===== config.mk =====
export PLATFORM = sky130hd
export DESIGN_NAME = loop_link_pattern_r_matrix
export DESIGN_NICKNAME = d
export VERILOG_FILES = /design/src/design/llp_pkg.sv /design/src/design/llp_cell.sv /design/src/design/llp_ring.sv /design/src/design/loop_link_pattern_r_matrix.sv
export SDC_FILE = /design/constraint.sdc
export NUM_CORES = 1
export LEC_CHECK = 0
export BUFFER_PORTS_ARGS = -buffer_cell sky130_fd_sc_hd__buf_2
export CAP_MARGIN = 10
export CORE_MARGIN = 10
export CORE_UTILIZATION = 40
export CTS_CLUSTER_DIAMETER = 120
export DETAILED_ROUTE_END_ITERATION = 10
export SLEW_MARGIN = 40
export SYNTH_ARGS = -nofsm -noshare
export SYNTH_HDL_FRONTEND = slang
export SYNTH_SLANG_ARGS = --single-unit

===== constraint.sdc =====
create_clock -name clk -period 14.5 [get_ports clk]
set_clock_uncertainty 0.1 [all_clocks]
set_input_delay 2.175 -clock clk [delete_from_list [all_inputs] [get_ports clk]]
set_output_delay 2.175 -clock clk [all_outputs]
set_load 0.1 [all_outputs]

===== src/design/llp_pkg.sv =====
// llp_pkg: shared types, site and weight codes, and pattern helpers for the
// loop link pattern R-matrix block. No dependencies.
`timescale 1ns / 1ps

package llp_pkg;

  localparam int MAX_SITES_DEF = 21;
  localparam int SITE_BITS     = 3;
  localparam int PAT_W         = 63;
  localparam int IDX_W         = 5;
  localparam int PAT_SITES     = PAT_W / SITE_BITS;

  typedef logic [SITE_BITS-1:0] site_t;
  typedef logic [IDX_W-1:0]     idx_t;
  typedef logic [PAT_W-1:0]     pat_t;

  localparam site_t S_EMPTY = 3'd0;
  localparam site_t S_OPEN  = 3'd1;
  localparam site_t S_CLOSE = 3'd2;
  localparam site_t S_REF   = 3'd3;
  localparam site_t S_BOT   = 3'd4;
  localparam site_t S_MID   = 3'd5;

  localparam logic [1:0] WK_EMPTY    = 2'd0;
  localparam logic [1:0] WK_TURN     = 2'd1;
  localparam logic [1:0] WK_STRAIGHT = 2'd2;
  localparam logic [1:0] WK_FULL     = 2'd3;

  localparam logic [1:0] LF_NONE    = 2'd0;
  localparam logic [1:0] LF_CONTR   = 2'd1;
  localparam logic [1:0] LF_NONCONT = 2'd2;

  localparam logic REG_SITE_COUNT = 1'b0;
  localparam logic REG_MIN_DEFECT = 1'b1;

  // control word from the sequencer to the cell row
  typedef struct packed {
    logic load;
    logic rot_l;
    logic rot_r;
  } ring_ctl_t;

  function automatic logic defect_site(input site_t v);
    defect_site = (v == S_REF) || (v == S_BOT) || (v == S_MID);
  endfunction

  function automatic pat_t put_site(input pat_t p, input idx_t k, input site_t v);
    pat_t r;
    r = p;
    for (int i = 0; i < PAT_SITES; i++) begin
      if (k == IDX_W'(i)) r[SITE_BITS*i +: SITE_BITS] = v;
    end
    put_site = r;
  endfunction

endpackage


===== src/design/llp_cell.sv =====
// llp_cell: one ring site holding a 3-bit site code, loaded in parallel and
// shifted left or right to its neighbors. Depends on llp_pkg.
`timescale 1ns / 1ps

module llp_cell (
  input  logic              clk,
  input  llp_pkg::ring_ctl_t ctl,
  input  logic              active,
  input  llp_pkg::site_t    load_code,
  input  llp_pkg::site_t    from_right,
  input  llp_pkg::site_t    from_left,
  output llp_pkg::site_t    code
);

  llp_pkg::site_t code_r;

  always_ff @(posedge clk) begin
    if (ctl.load) begin
      code_r <= load_code;
    end else if (active && ctl.rot_l) begin
      code_r <= from_right;
    end else if (active && ctl.rot_r) begin
      code_r <= from_left;
    end
  end

  assign code = code_r;

endmodule


===== src/design/llp_ring.sv =====
// llp_ring: row of llp_cell sites closed into a ring of the active size;
// cell 0 is the head seen by the sequencer. Depends on llp_pkg, llp_cell.
`timescale 1ns / 1ps

module llp_ring #(
  parameter int MAX_SITES = llp_pkg::MAX_SITES_DEF
) (
  input  logic               clk,
  input  llp_pkg::ring_ctl_t ctl,
  input  llp_pkg::idx_t      ring,
  input  llp_pkg::pat_t      load_pattern,
  output llp_pkg::site_t     head,
  output llp_pkg::site_t     next_l,
  output llp_pkg::site_t     next_r
);

  llp_pkg::site_t codes [MAX_SITES];
  llp_pkg::site_t from_r [MAX_SITES];
  llp_pkg::site_t from_l [MAX_SITES];
  llp_pkg::site_t last_code;

  // site at ring-1 closes the ring on the left of the head
  always_comb begin
    last_code = llp_pkg::S_EMPTY;
    for (int i = 0; i < MAX_SITES; i++) begin
      if (ring == llp_pkg::IDX_W'(i + 1)) last_code = codes[i];
    end
  end

  for (genvar i = 0; i < MAX_SITES; i++) begin : g_cell
    if (i == MAX_SITES - 1) begin : g_end
      assign from_r[i] = codes[0];
    end else begin : g_mid
      assign from_r[i] = (ring == llp_pkg::IDX_W'(i + 1)) ? codes[0] : codes[i+1];
    end
    if (i == 0) begin : g_first
      assign from_l[i] = last_code;
    end else begin : g_rest
      assign from_l[i] = codes[i-1];
    end

    llp_cell u_cell (
      .clk        (clk),
      .ctl        (ctl),
      .active     (llp_pkg::IDX_W'(i) < ring),
      .load_code  (load_pattern[llp_pkg::SITE_BITS*i +: llp_pkg::SITE_BITS]),
      .from_right (from_r[i]),
      .from_left  (from_l[i]),
      .code       (codes[i])
    );
  end

  assign head   = codes[0];
  assign next_l = codes[1];
  assign next_r = last_code;

endmodule


===== src/design/loop_link_pattern_r_matrix.sv =====
// Loop link pattern R-matrix: takes a packed pattern and a position, emits two
// or three successor words tagged with weight kind and loop factor, or one
// plain word when both sites hold defects that do not fuse, or one word
// flagged bad when an arch end cannot be found. Items are handled one at a
// time; the sites sit in a row of cells that rotates one site per cycle
// inside the active ring. An item first reduces the position modulo the ring
// size and brings site a to the head, then runs up to two arch walks (with a
// re-seek to site b between them) or one defect count around the ring, then
// sends its words out one at a time, held while the receiver stalls. The
// next item is taken as soon as the last word of the current one sits in the
// output register. Depends on llp_pkg, llp_ring, llp_cell.
`timescale 1ns / 1ps

module loop_link_pattern_r_matrix #(
  parameter int MAX_SITES = llp_pkg::MAX_SITES_DEF
) (
  input  logic        clk,
  input  logic        rst_n,
  input  logic        in_tvalid,
  output logic        in_tready,
  input  logic [71:0] in_tdata,   // [62:0] link_pattern, [67:63] site_pos, rest zero
  output logic        out_tvalid,
  input  logic        out_tready,
  output logic [63:0] out_tdata,  // [62:0] new_pattern, [63] zero
  output logic [4:0]  out_tuser,  // [1:0] weight_kind, [3:2] loop_factor, [4] bad_pattern
  output logic        out_tlast,
  input  logic        cfg_we,
  input  logic        cfg_addr,
  input  logic [4:0]  cfg_wdata
);

  typedef enum logic [2:0] {
    ST_IDLE, ST_MOD, ST_SEEK, ST_DECIDE, ST_WALK, ST_COUNT, ST_BUILD, ST_EMIT
  } state_t;

  typedef enum logic [1:0] {PC_EMPTY2, PC_ONE, PC_FULL, PC_BAD} pcase_t;

  logic [4:0] site_count_r, min_defect_r;

  state_t         state_r;
  pcase_t         case_r;
  llp_pkg::pat_t  p_r, base_r;
  llp_pkg::idx_t  ring_r, a_r, b_r, hidx_r, tgt_r, end_a_r, end_b_r, steps_r, dcnt_r;
  llp_pkg::site_t sa_r, sb_r, wcode_r;
  logic [4:0]     depth_r;
  logic [1:0]     n_r, idx_r, lf_r;
  logic           need_b_r, seek_b_r, dir_r, which_b_r, bad_r;

  logic                out_valid_r, out_last_r;
  logic [62:0]         out_pat_r;
  logic [4:0]          out_user_r;

  llp_pkg::ring_ctl_t ctl;
  llp_pkg::site_t     head, next_l, next_r;
  llp_pkg::idx_t      ring_clamp, hnext_l, hnext, b_calc;

  always_ff @(posedge clk) begin
    if (!rst_n) begin
      site_count_r <= 5'd4;
      min_defect_r <= 5'd0;
    end else if (cfg_we) begin
      if (cfg_addr == llp_pkg::REG_SITE_COUNT) site_count_r <= cfg_wdata;
      if (cfg_addr == llp_pkg::REG_MIN_DEFECT) min_defect_r <= cfg_wdata;
    end
  end

  always_comb begin
    if (site_count_r < 5'd2)                     ring_clamp = 5'd2;
    else if (site_count_r > 5'(MAX_SITES))       ring_clamp = 5'(MAX_SITES);
    else                                          ring_clamp = site_count_r;
  end

  assign in_tready = (state_r == ST_IDLE);
  wire accept = in_tvalid && in_tready;

  assign ctl.load  = accept;
  assign ctl.rot_l = ((state_r == ST_SEEK) && (hidx_r != tgt_r)) ||
                     ((state_r == ST_WALK) && dir_r) || (state_r == ST_COUNT);
  assign ctl.rot_r = (state_r == ST_WALK) && !dir_r;

  llp_ring #(.MAX_SITES(MAX_SITES)) u_ring (
    .clk          (clk),
    .ctl          (ctl),
    .ring         (ring_r),
    .load_pattern (in_tdata[62:0]),
    .head         (head),
    .next_l       (next_l),
    .next_r       (next_r)
  );

  assign hnext_l = (hidx_r + 5'd1 == ring_r) ? 5'd0 : hidx_r + 5'd1;
  assign hnext   = dir_r ? hnext_l : ((hidx_r == 5'd0) ? ring_r - 5'd1 : hidx_r - 5'd1);
  assign b_calc  = (a_r + 5'd1 == ring_r) ? 5'd0 : a_r + 5'd1;

  // one arch walk step: the site entering the head
  llp_pkg::site_t wc;
  logic [4:0]     depth_nxt;
  logic           w_found, w_fail;
  always_comb begin
    wc = dir_r ? next_l : next_r;
    depth_nxt = depth_r;
    if (wc == wcode_r) begin
      depth_nxt = depth_r + 5'd1;
    end else if ((dir_r && ({1'b0, wc} == {1'b0, wcode_r} + 4'd1)) ||
                 (!dir_r && ({1'b0, wc} + 4'd1 == {1'b0, wcode_r}))) begin
      depth_nxt = depth_r - 5'd1;
    end
    w_found = (depth_nxt == 5'd0);
    w_fail  = !w_found && (steps_r + 5'd1 == ring_r);
  end

  // decide on the pair at the head
  logic da_h, db_h, nd12_h, pair_h, need_a_h, need_b_h;
  always_comb begin
    da_h   = llp_pkg::defect_site(head);
    db_h   = llp_pkg::defect_site(next_l);
    nd12_h = ((head == llp_pkg::S_OPEN) || (head == llp_pkg::S_CLOSE)) &&
             ((next_l == llp_pkg::S_OPEN) || (next_l == llp_pkg::S_CLOSE));
    pair_h = ((head == llp_pkg::S_BOT) && (next_l == llp_pkg::S_MID)) ||
             ((head == llp_pkg::S_MID) && (next_l == llp_pkg::S_BOT));
    need_a_h = ((head == llp_pkg::S_CLOSE) && (next_l == llp_pkg::S_OPEN)) ||
               (db_h && !da_h) || nd12_h;
    need_b_h = (da_h && !db_h) || nd12_h;
  end

  // contracted pattern for the full case
  logic          da_s, db_s;
  llp_pkg::pat_t q_build;
  logic [1:0]    lf_build;
  always_comb begin
    da_s = llp_pkg::defect_site(sa_r);
    db_s = llp_pkg::defect_site(sb_r);
    q_build = p_r;
    if (da_s != db_s) begin
      q_build = llp_pkg::put_site(p_r, da_s ? end_b_r : end_a_r, da_s ? sa_r : sb_r);
    end else if (!da_s && (sa_r == llp_pkg::S_OPEN) && (sb_r == llp_pkg::S_OPEN)) begin
      q_build = llp_pkg::put_site(p_r, end_b_r, llp_pkg::S_OPEN);
    end else if (!da_s && (sa_r == llp_pkg::S_CLOSE) && (sb_r == llp_pkg::S_CLOSE)) begin
      q_build = llp_pkg::put_site(p_r, end_a_r, llp_pkg::S_CLOSE);
    end
    if ((sa_r == llp_pkg::S_OPEN) && (sb_r == llp_pkg::S_CLOSE))
      lf_build = llp_pkg::LF_CONTR;
    else if ((sa_r == llp_pkg::S_CLOSE) && (sb_r == llp_pkg::S_OPEN) && (end_a_r == b_r))
      lf_build = llp_pkg::LF_NONCONT;
    else
      lf_build = llp_pkg::LF_NONE;
  end

  // word selected for the output register
  llp_pkg::site_t ca, cb;
  logic [1:0]     wk_e, lf_e;
  logic [62:0]    pat_e;
  always_comb begin
    ca = llp_pkg::S_OPEN;
    cb = llp_pkg::S_CLOSE;
    lf_e = llp_pkg::LF_NONE;
    case (case_r)
      PC_EMPTY2: wk_e = (idx_r == 2'd0) ? llp_pkg::WK_EMPTY : llp_pkg::WK_TURN;
      PC_ONE: begin
        wk_e = (idx_r == 2'd0) ? llp_pkg::WK_TURN : llp_pkg::WK_STRAIGHT;
        ca = sb_r;
        cb = sa_r;
      end
      PC_FULL: begin
        wk_e = (idx_r == 2'd1) ? llp_pkg::WK_TURN : llp_pkg::WK_FULL;
        if (idx_r != 2'd0) lf_e = lf_r;
        if (idx_r == 2'd1) begin
          ca = llp_pkg::S_EMPTY;
          cb = llp_pkg::S_EMPTY;
        end
      end
      default: wk_e = llp_pkg::WK_EMPTY;
    endcase
    pat_e = (idx_r == 2'd0) ? p_r :
            llp_pkg::put_site(llp_pkg::put_site(base_r, a_r, ca), b_r, cb);
  end

  wire out_load = (state_r == ST_EMIT) && (!out_valid_r || out_tready);

  always_ff @(posedge clk) begin
    if (!rst_n) begin
      state_r     <= ST_IDLE;
      out_valid_r <= 1'b0;
    end else begin
      if (out_load) begin
        out_valid_r <= 1'b1;
      end else if (out_tready) begin
        out_valid_r <= 1'b0;
      end
      unique case (state_r)
        ST_IDLE: begin
          if (accept) begin
            p_r      <= in_tdata[62:0];
            a_r      <= in_tdata[67:63];
            ring_r   <= ring_clamp;
            hidx_r   <= 5'd0;
            bad_r    <= 1'b0;
            seek_b_r <= 1'b0;
            state_r  <= ST_MOD;
          end
        end
        ST_MOD: begin
          if (a_r >= ring_r) begin
            a_r <= a_r - ring_r;
          end else begin
            b_r     <= b_calc;
            tgt_r   <= a_r;
            state_r <= ST_SEEK;
          end
        end
        ST_SEEK: begin
          if (hidx_r != tgt_r) begin
            hidx_r <= hnext_l;
          end else if (seek_b_r) begin
            wcode_r   <= head;
            dir_r     <= (head == llp_pkg::S_OPEN);
            depth_r   <= 5'd1;
            steps_r   <= 5'd0;
            which_b_r <= 1'b1;
            state_r   <= ST_WALK;
          end else begin
            state_r <= ST_DECIDE;
          end
        end
        ST_DECIDE: begin
          sa_r     <= head;
          sb_r     <= next_l;
          need_b_r <= need_b_h;
          if ((head == llp_pkg::S_EMPTY) && (next_l == llp_pkg::S_EMPTY)) begin
            case_r  <= PC_EMPTY2;
            n_r     <= 2'd2;
            state_r <= ST_BUILD;
          end else if ((head == llp_pkg::S_EMPTY) || (next_l == llp_pkg::S_EMPTY)) begin
            case_r  <= PC_ONE;
            n_r     <= 2'd2;
            state_r <= ST_BUILD;
          end else begin
            case_r <= PC_FULL;
            n_r    <= 2'd3;
            if (da_h && db_h) begin
              if (pair_h) begin
                dcnt_r  <= 5'd0;
                steps_r <= 5'd0;
                state_r <= ST_COUNT;
              end else begin
                n_r     <= 2'd1;
                state_r <= ST_BUILD;
              end
            end else if (need_a_h) begin
              wcode_r   <= head;
              dir_r     <= (head == llp_pkg::S_OPEN);
              depth_r   <= 5'd1;
              steps_r   <= 5'd0;
              which_b_r <= 1'b0;
              state_r   <= ST_WALK;
            end else if (need_b_h) begin
              tgt_r    <= b_r;
              seek_b_r <= 1'b1;
              state_r  <= ST_SEEK;
            end else begin
              state_r <= ST_BUILD;
            end
          end
        end
        ST_WALK: begin
          hidx_r  <= hnext;
          depth_r <= depth_nxt;
          steps_r <= steps_r + 5'd1;
          if (w_found) begin
            if (which_b_r) begin
              end_b_r <= hnext;
              state_r <= ST_BUILD;
            end else begin
              end_a_r <= hnext;
              if (need_b_r) begin
                tgt_r    <= b_r;
                seek_b_r <= 1'b1;
                state_r  <= ST_SEEK;
              end else begin
                state_r <= ST_BUILD;
              end
            end
          end else if (w_fail) begin
            bad_r   <= 1'b1;
            state_r <= ST_BUILD;
          end
        end
        ST_COUNT: begin
          dcnt_r  <= dcnt_r + 5'(llp_pkg::defect_site(head));
          steps_r <= steps_r + 5'd1;
          if (steps_r + 5'd1 == ring_r) begin
            if ({1'b0, dcnt_r} + 6'(llp_pkg::defect_site(head)) >=
                {1'b0, min_defect_r} + 6'd2) begin
              n_r <= 2'd3;
            end else begin
              n_r <= 2'd1;
            end
            state_r <= ST_BUILD;
          end
        end
        ST_BUILD: begin
          idx_r <= 2'd0;
          lf_r  <= lf_build;
          if (bad_r) begin
            case_r <= PC_BAD;
            n_r    <= 2'd1;
          end
          base_r  <= (case_r == PC_FULL) ? q_build : p_r;
          state_r <= ST_EMIT;
        end
        ST_EMIT: begin
          if (out_load) begin
            out_pat_r  <= pat_e;
            out_user_r <= {(case_r == PC_BAD), lf_e, wk_e};
            out_last_r <= (idx_r + 2'd1 == n_r);
            idx_r      <= idx_r + 2'd1;
            if (idx_r + 2'd1 == n_r) state_r <= ST_IDLE;
          end
        end
        default: state_r <= ST_IDLE;
      endcase
    end
  end

  assign out_tvalid = out_valid_r;
  assign out_tdata  = {1'b0, out_pat_r};
  assign out_tuser  = out_user_r;
  assign out_tlast  = out_last_r;

endmodule


==> flow_metrics.tcl, run 1 <==
set metrics [dict create \
    finalPower_uw 3420 \
    setup_viol 0 \
    setup.worst_path.end_class "register" \
    outcome "complete, no violations" \
    seq_area_frac_synth_pct 47.4 \
    hold_viol 0 \
    grt_setup_unrepaired "no" \
    cts.clk_slew.worst_paths_ps 60 \
    drcViolationCount 0 \
    start_kind "register" \
    synth_top_area_share_pct 46.1 \
    root_buffer "clkbuf_16" \
    drt-total-wl_mm 75.2 \
    portBuffers 149 \
    clkPwrFrac_pct 30.6 \
    synth_async_sr_flop_share_pct 0 \
    cts_resized 0 \
    cts_setup_buffers 0 \
    worstPathCellList "buf_4 -> inv_2 -> ha_1 -> nor4bb_2 -> nand2b_1 -> o2111a_1 -> a2111oi_1 -> o31ai_2 -> nand2_1 -> o21ai_0 -> ha_1 -> xor2_1 -> nor2_1 -> nand4b_1 -> o2bb2ai_1 -> a22oi_1 -> or4_4 -> a32oi_4 -> nand2_1 -> nor3_1" \
    worst_pin_slew_ps 825 \
    synth_cell_types 95 \
    cp_top_family "simple AND/OR/NAND/NOR gates" \
    die_y_um 252 \
    combPwrFrac_pct 26.3 \
    fin_crit_sh_pct 46.8 \
    hold_path.class "register to register" \
    cts_max_level 2 \
    grt_max_degree 98 \
    antenna_left 0 \
    layout.nets 2518 \
    clk_latency_ps 570 \
    whs_ps 373 \
    synth_area_leaders "edfxtp_1 (46%), o21ai_0 (7.6%), nand2_1 (7.1%)" \
    irDropWorstVdd_mv 0.0791 \
    p_switching_uw 1190 \
    wl_per_cell_um 24.2 \
    drtIter0Drc 2000 \
    p_seq_share_pct 43.0 \
    cp_max_fo 35 \
    place.gp.congestion 1.00 \
    cts_hold_buf 0 \
    synth_area_mm2 0.0215 \
    synth_nets 2450 \
    die_x_um 252 \
    ys_seq_elements 344 \
    antenna_found_initial 4 \
    vias 18500 \
    synth_top_area_cell "edfxtp_1" \
    fmax_mhz 147 \
    cp_data_arrival_time_ps 6870 \
    netlist_instances 2324 \
    maxCapViolCount 0 \
    avgViaCountPerCell 5.93 \
    placementRows 84 \
    grt_pass1_wl_mm 112 \
    setup_tns_ps 0 \
    first_global_vias 17600 \
    slew_headroom_pct 44.5 \
    ios 155 \
    layout-drive-gt1-share_pct 13.0 \
    fin_crit_ps 6780 \
    crit_slowest_cell "nor3_1" \
    critical_path_class "register to register" \
    start_util_pct 40.6 \
    syn_to_final_growth_pct 12.3 \
    p_int_uw 2220 \
    synth-main-ff-cell "edfxtp_1" \
    p_sw_share_pct 34.9 \
    finalMaxSlewViolations 0 \
    cts_sinks 344 \
    synth.avg_cell_area_um2 9.24 \
    pwr_density_cell_mw_per_mm2 142 \
    max_stage_delay_ps 680 \
    cts_tree "yes" \
    yosysMostFrequentCell "nand2_1" \
    synth_common_cells "nand2_1 (407), edfxtp_1 (330), o21ai_0 (325), nor2_1 (186), clkbuf_1 (121)" \
    synth_edf_count 330 \
    clk_path_buf_depth 3 \
    drt_first_pass_iters 7 \
    n_fill_cell 5038 \
    dp_hpwl_mm 56.2 \
    yosysWarningCount 0 \
    die_area_mm2 0.0634 \
    numCtsBuffers 40 \
    required_ps 14590 \
    cp_num_buf_inv 2 \
    core_area_mm2 0.0529 \
    track_usage_pct 23.0 \
    p_leak_uw 0.00864 \
    grt-ovfl-total 0 \
]
area by class of cell:
type	instances	area [um2]	area share, %
Sequential cell	344	10200	42.2
Multi-Input combinational cell	1765	10500	43.5
Clock buffer	50	1120	4.65
Tap cell	688	861	3.57
Inverter	62	233	0.965
Timing Repair Buffer	179	990	4.10
Clock inverter	23	240	0.996
Antenna cell	1	2.50	0.0104
power groups by stage:
stage	Combinational (uW)	Sequential, uW	Clock [uW]
2_1_floorplan	672	1370	0
5_1_grt	994	1480	1110
3_5_place_dp	885	1480	0
3_3_place_gp	868	1480	0
6_report	899	1470	1050
4_1_cts	889	1460	1070
worst min-delay path: stages (launching register included):
cell and delay, ps:
dfxtp_1 310, nand2_1 50, a21oi_1 60
logic make-up after synthesis:
kind of cell             Yosys count  share of synthesized area (%)
XOR/XNOR                          61                           2.61
other                              1                         0.0175
adder cells (fa/ha/maj)           44                           2.59
flip-flops                       344                           47.4
multiplexers                     126                           6.02
buffers and inverters            215                           4.20
AO/OA/AOI/OAI                    641                           17.8
AND/OR/NAND/NOR                  892                           19.3
sequential cells by signal (all words and copies together), names as in the netlist, 63 cells and up:
| name | flops |
|---|---|
| base_r | 63 |
| out_pat_r | 63 |
| p_r | 63 |
| u_ring.g_cell.u_cell.code | 63 |
metal layers:
layer	part of all wire (%)	track usage [%]
met2	46	36.6
met5	0	0
met1	41	30.4
met4	3.3	8.88
met3	9.8	4.69
through the flow:
stage	util, %	std cells	area (um2)	worst slack [ps]
2_1_floorplan	-	2324	21500	6670
3_3_place_gp	43.0	3038	22700	7670
3_5_place_dp	43.0	3038	22700	7760
4_1_cts	45.6	3111	24100	7750
5_1_grt	45.6	3111	24100	7300
6_report	45.6	3112	24100	7720
cells in the final DEF, fill, tap and decap left out, types with 25 or more instances in the layout:
| cell | netlist | routed |
|---|---|---|
| a21oi_1 | 117 | 117 |
| nand3_1 | 63 | 62 |
| nand2_1 | 407 | 407 |
| clkbuf_16 | 0 | 43 |
| mux2i_1 | 101 | 101 |
| xnor2_1 | 32 | 31 |
| and3_1 | 30 | 28 |
| nand2b_1 | 33 | 33 |
| mux2_2 | 25 | 25 |
| o211ai_1 | 32 | 32 |
| inv_1 | 58 | 58 |
| edfxtp_1 | 330 | 330 |
| buf_2 | 11 | 149 |
| buf_4 | 2 | 25 |
| nor2b_1 | 32 | 32 |
| nor2_1 | 186 | 184 |
| o21ai_0 | 325 | 324 |
| xor2_1 | 27 | 26 |
| nor3_1 | 39 | 38 |
| ha_1 | 42 | 40 |
final timing paths:
check	start	end	slack (ps)	depth (start not counted)
max reg2reg	ring_r[1]$_SDFFCE_PP1P_	end_b_r[2]$_DFFE_PP_	7720	20
max	ring_r[1]$_SDFFCE_PP1P_	end_b_r[2]$_DFFE_PP_	7720	20
min	min_defect_r[0]$_SDFFE_PN0P_	min_defect_r[0]$_SDFFE_PN0P_	370	2
min reg2reg	min_defect_r[0]$_SDFFE_PN0P_	min_defect_r[0]$_SDFFE_PN0P_	370	2
Note: power is estimated with default switching activity, not from simulation.
==> inputs of run 2 (changes only) <==
clock period = 6.67 ns   (was 14.5 ns; I/O delays follow)
==> run 2 against run 1 <==
Compared with the run above: sequential share of layout area shrank 0.29 points; first-iteration DRC count shrank 6.8%; non-clock buffer count grew 7; clock power grew 140%; die area is the same; final cell count grew 0.29%; total power grew 120%; maximum frequency grew 15%; critical path type unchanged; critical endpoint is now tgt_r[4]$_DFFE_PP_; largest cell class unchanged; highest routed layer unchanged.
==> flow_metrics.tcl, run 2 (synthesized netlist as in run 1, its figures left out) <==
set metrics [dict create \
    start_util_pct 40.6 \
    hold_path.class "register to register" \
    outcome "complete, no violations" \
    ios 155 \
    root_buffer "clkbuf_16" \
    die_area_mm2 0.0634 \
    critPathMostFrequentCell "nor2_1" \
    worst_pin_slew_ps 874 \
    cts_tree "yes" \
    min_to "min_defect_r[0]$_SDFFE_PN0P_" \
    cts_sinks 344 \
    diodes 0 \
    regArea_mm2 0.0102 \
    slew_headroom_pct 41.6 \
    place.gp.congestion 0.999 \
    grt-ovfl-total 0 \
    first_global_vias 17600 \
    layout-drive-gt1-share_pct 13.7 \
    drtIter0Drc 1865 \
    final_cell_mix "nand2_1 (407), edfxtp_1 (330), o21ai_0 (324), nor2_1 (184), buf_2 (149)" \
    cp_max_fo 17 \
    fin_crit_sh_pct 88.5 \
    antenna_found_initial 3 \
    r2r_setup_slack_ps 760 \
    clk_path_buf_depth 3 \
    grt_setup_unrepaired "no" \
    core_area_mm2 0.0529 \
    drt_first_pass_iters 7 \
    vias 18400 \
    numCtsBuffers 41 \
    setup.worst_path.end_class "register" \
    grt_pass1_wl_mm 112 \
    cts_max_level 2 \
    start_kind "register" \
    cts.clk_slew.worst_paths_ps 60 \
    crit_slowest_cell "edfxtp_1" \
    cts_resized 0 \
    cts_hold_buf 0 \
    finalPower_uw 7660 \
    cts_setup_buffers 0 \
    antenna_left 0 \
    min-delay-start "min_defect_r[0]$_SDFFE_PN0P_" \
    worstPathCellList "and4b_1 -> and2_1 -> or4_1 -> o31ai_2 -> nand2_1 -> o21ai_0 -> ha_1 -> xor2_1 -> nor2_1 -> nand4b_1 -> o2bb2ai_1 -> a22oi_1 -> or4_4 -> a32oi_4 -> a31oi_1 -> nor2_1 -> and3_1" \
    wl_per_cell_um 24.3 \
    setup_viol 0 \
    track_usage_pct 23.2 \
    syn_to_final_growth_pct 13.1 \
    r2r-start "ring_r[4]$_SDFFCE_PP0P_" \
    grt_max_degree 97 \
    drcViolationCount 0 \
    multi_input_area_mm2 0.0105 \
    critical_path_class "register to register" \
    placementRows 84 \
    pwr_density_cell_mw_per_mm2 315 \
    layout.nets 2526 \
    drt-total-wl_mm 76.0 \
    p_leak_uw 0.00875 \
    whs_ps 371 \
    setup_tns_ps 0 \
    irDropWorstVdd_mv 0.218 \
    timing.rr.end "tgt_r[4]$_DFFE_PP_" \
    fmax_mhz 169 \
    cp_data_arrival_time_ps 6060 \
    clk_latency_ps 580 \
    required_ps 6820 \
    avgViaCountPerCell 5.91 \
    final_util_pct 46.0 \
    max_stage_delay_ps 810 \
    fin_crit_ps 5910 \
    ff2ff_path_depth 17 \
    n_fill_cell 5043 \
    hold_viol 0 \
    hold_path_depth 2 \
    portBuffers 149 \
    mostFrequentLayoutCell "nand2_1" \
    die_y_um 252 \
    die_x_um 252 \
    pre_cts_slack_ps 768 \
    timing.final.ws_setup_ps 764 \
    dp_hpwl_mm 57.0 \
    maxCapViolCount 0 \
    finalMaxSlewViolations 0 \
]
## run 2: changes by cell type in the layout (fill, tap and decap cells not counted), moves of 2 or more
cell / change
clkbuf_1: -4
clkinv_1: -2
clkinv_2: +7
buf_4: +8
bufinv_16: +4
## run 2: stage by stage
stage | instance area, um2 | std cells
2_1_floorplan | 21500 | 2324
3_3_place_gp | 22800 | 3045
3_5_place_dp | 22800 | 3045
4_1_cts | 24300 | 3121
5_1_grt | 24300 | 3121
6_report | 24300 | 3121
## run 2: cell type report
type,instances,share of cell area (%)
Tap cell,688,3.54
Inverter,62,0.958
Clock buffer,46,4.56
Timing Repair Buffer,186,4.28
Clock inverter,30,1.53
Sequential cell,344,41.9
Multi-Input combinational cell,1765,43.2
## run 2: metal layers
| layer | vias up | track usage [%] | share of wire (%) |
|---|---|---|---|
| met5 | - | 0 | 0 |
| met4 | 0 | 8.78 | 3.8 |
| met3 | 174 | 4.22 | 8.4 |
| met2 | 882 | 36.9 | 45 |
| met1 | 8774 | 31.1 | 43 |
| li1 | 8612 | - | - |
## run 2: how the worst max path moves through the flow
stage / startpoint / end / slack, ps / cells past startpoint
2_1_floorplan: rst_n / out_pat_r[0]$_DFFE_PP_ / 10 / 3
3_3_place_gp: ring_r[4]$_SDFFCE_PP0P_ / tgt_r[4]$_DFFE_PP_ / 850 / 17
3_5_place_dp: ring_r[4]$_SDFFCE_PP0P_ / tgt_r[4]$_DFFE_PP_ / 770 / 17
4_1_cts: ring_r[4]$_SDFFCE_PP0P_ / tgt_r[4]$_DFFE_PP_ / 730 / 17
5_1_grt: ring_r[4]$_SDFFCE_PP0P_ / tgt_r[4]$_DFFE_PP_ / 470 / 17
6_report: ring_r[4]$_SDFFCE_PP0P_ / tgt_r[4]$_DFFE_PP_ / 760 / 17
## run 2: critical path, delay by kind of cell (launching register included)
kind / cells / cell delay [ps]
adder cells (fa/ha/maj): 1 / 270
AND/OR/NAND/NOR: 9 / 2790
flip-flops: 1 / 810
XOR/XNOR: 1 / 140
AO/OA/AOI/OAI: 6 / 1490
## run 2: report_power, final
group | internal (uW) | leakage (uW) | switching, uW
logic | 681 | 0.00489 | 1280
registers | 2810 | 0.00313 | 419
clock network | 1510 | 0.000733 | 960
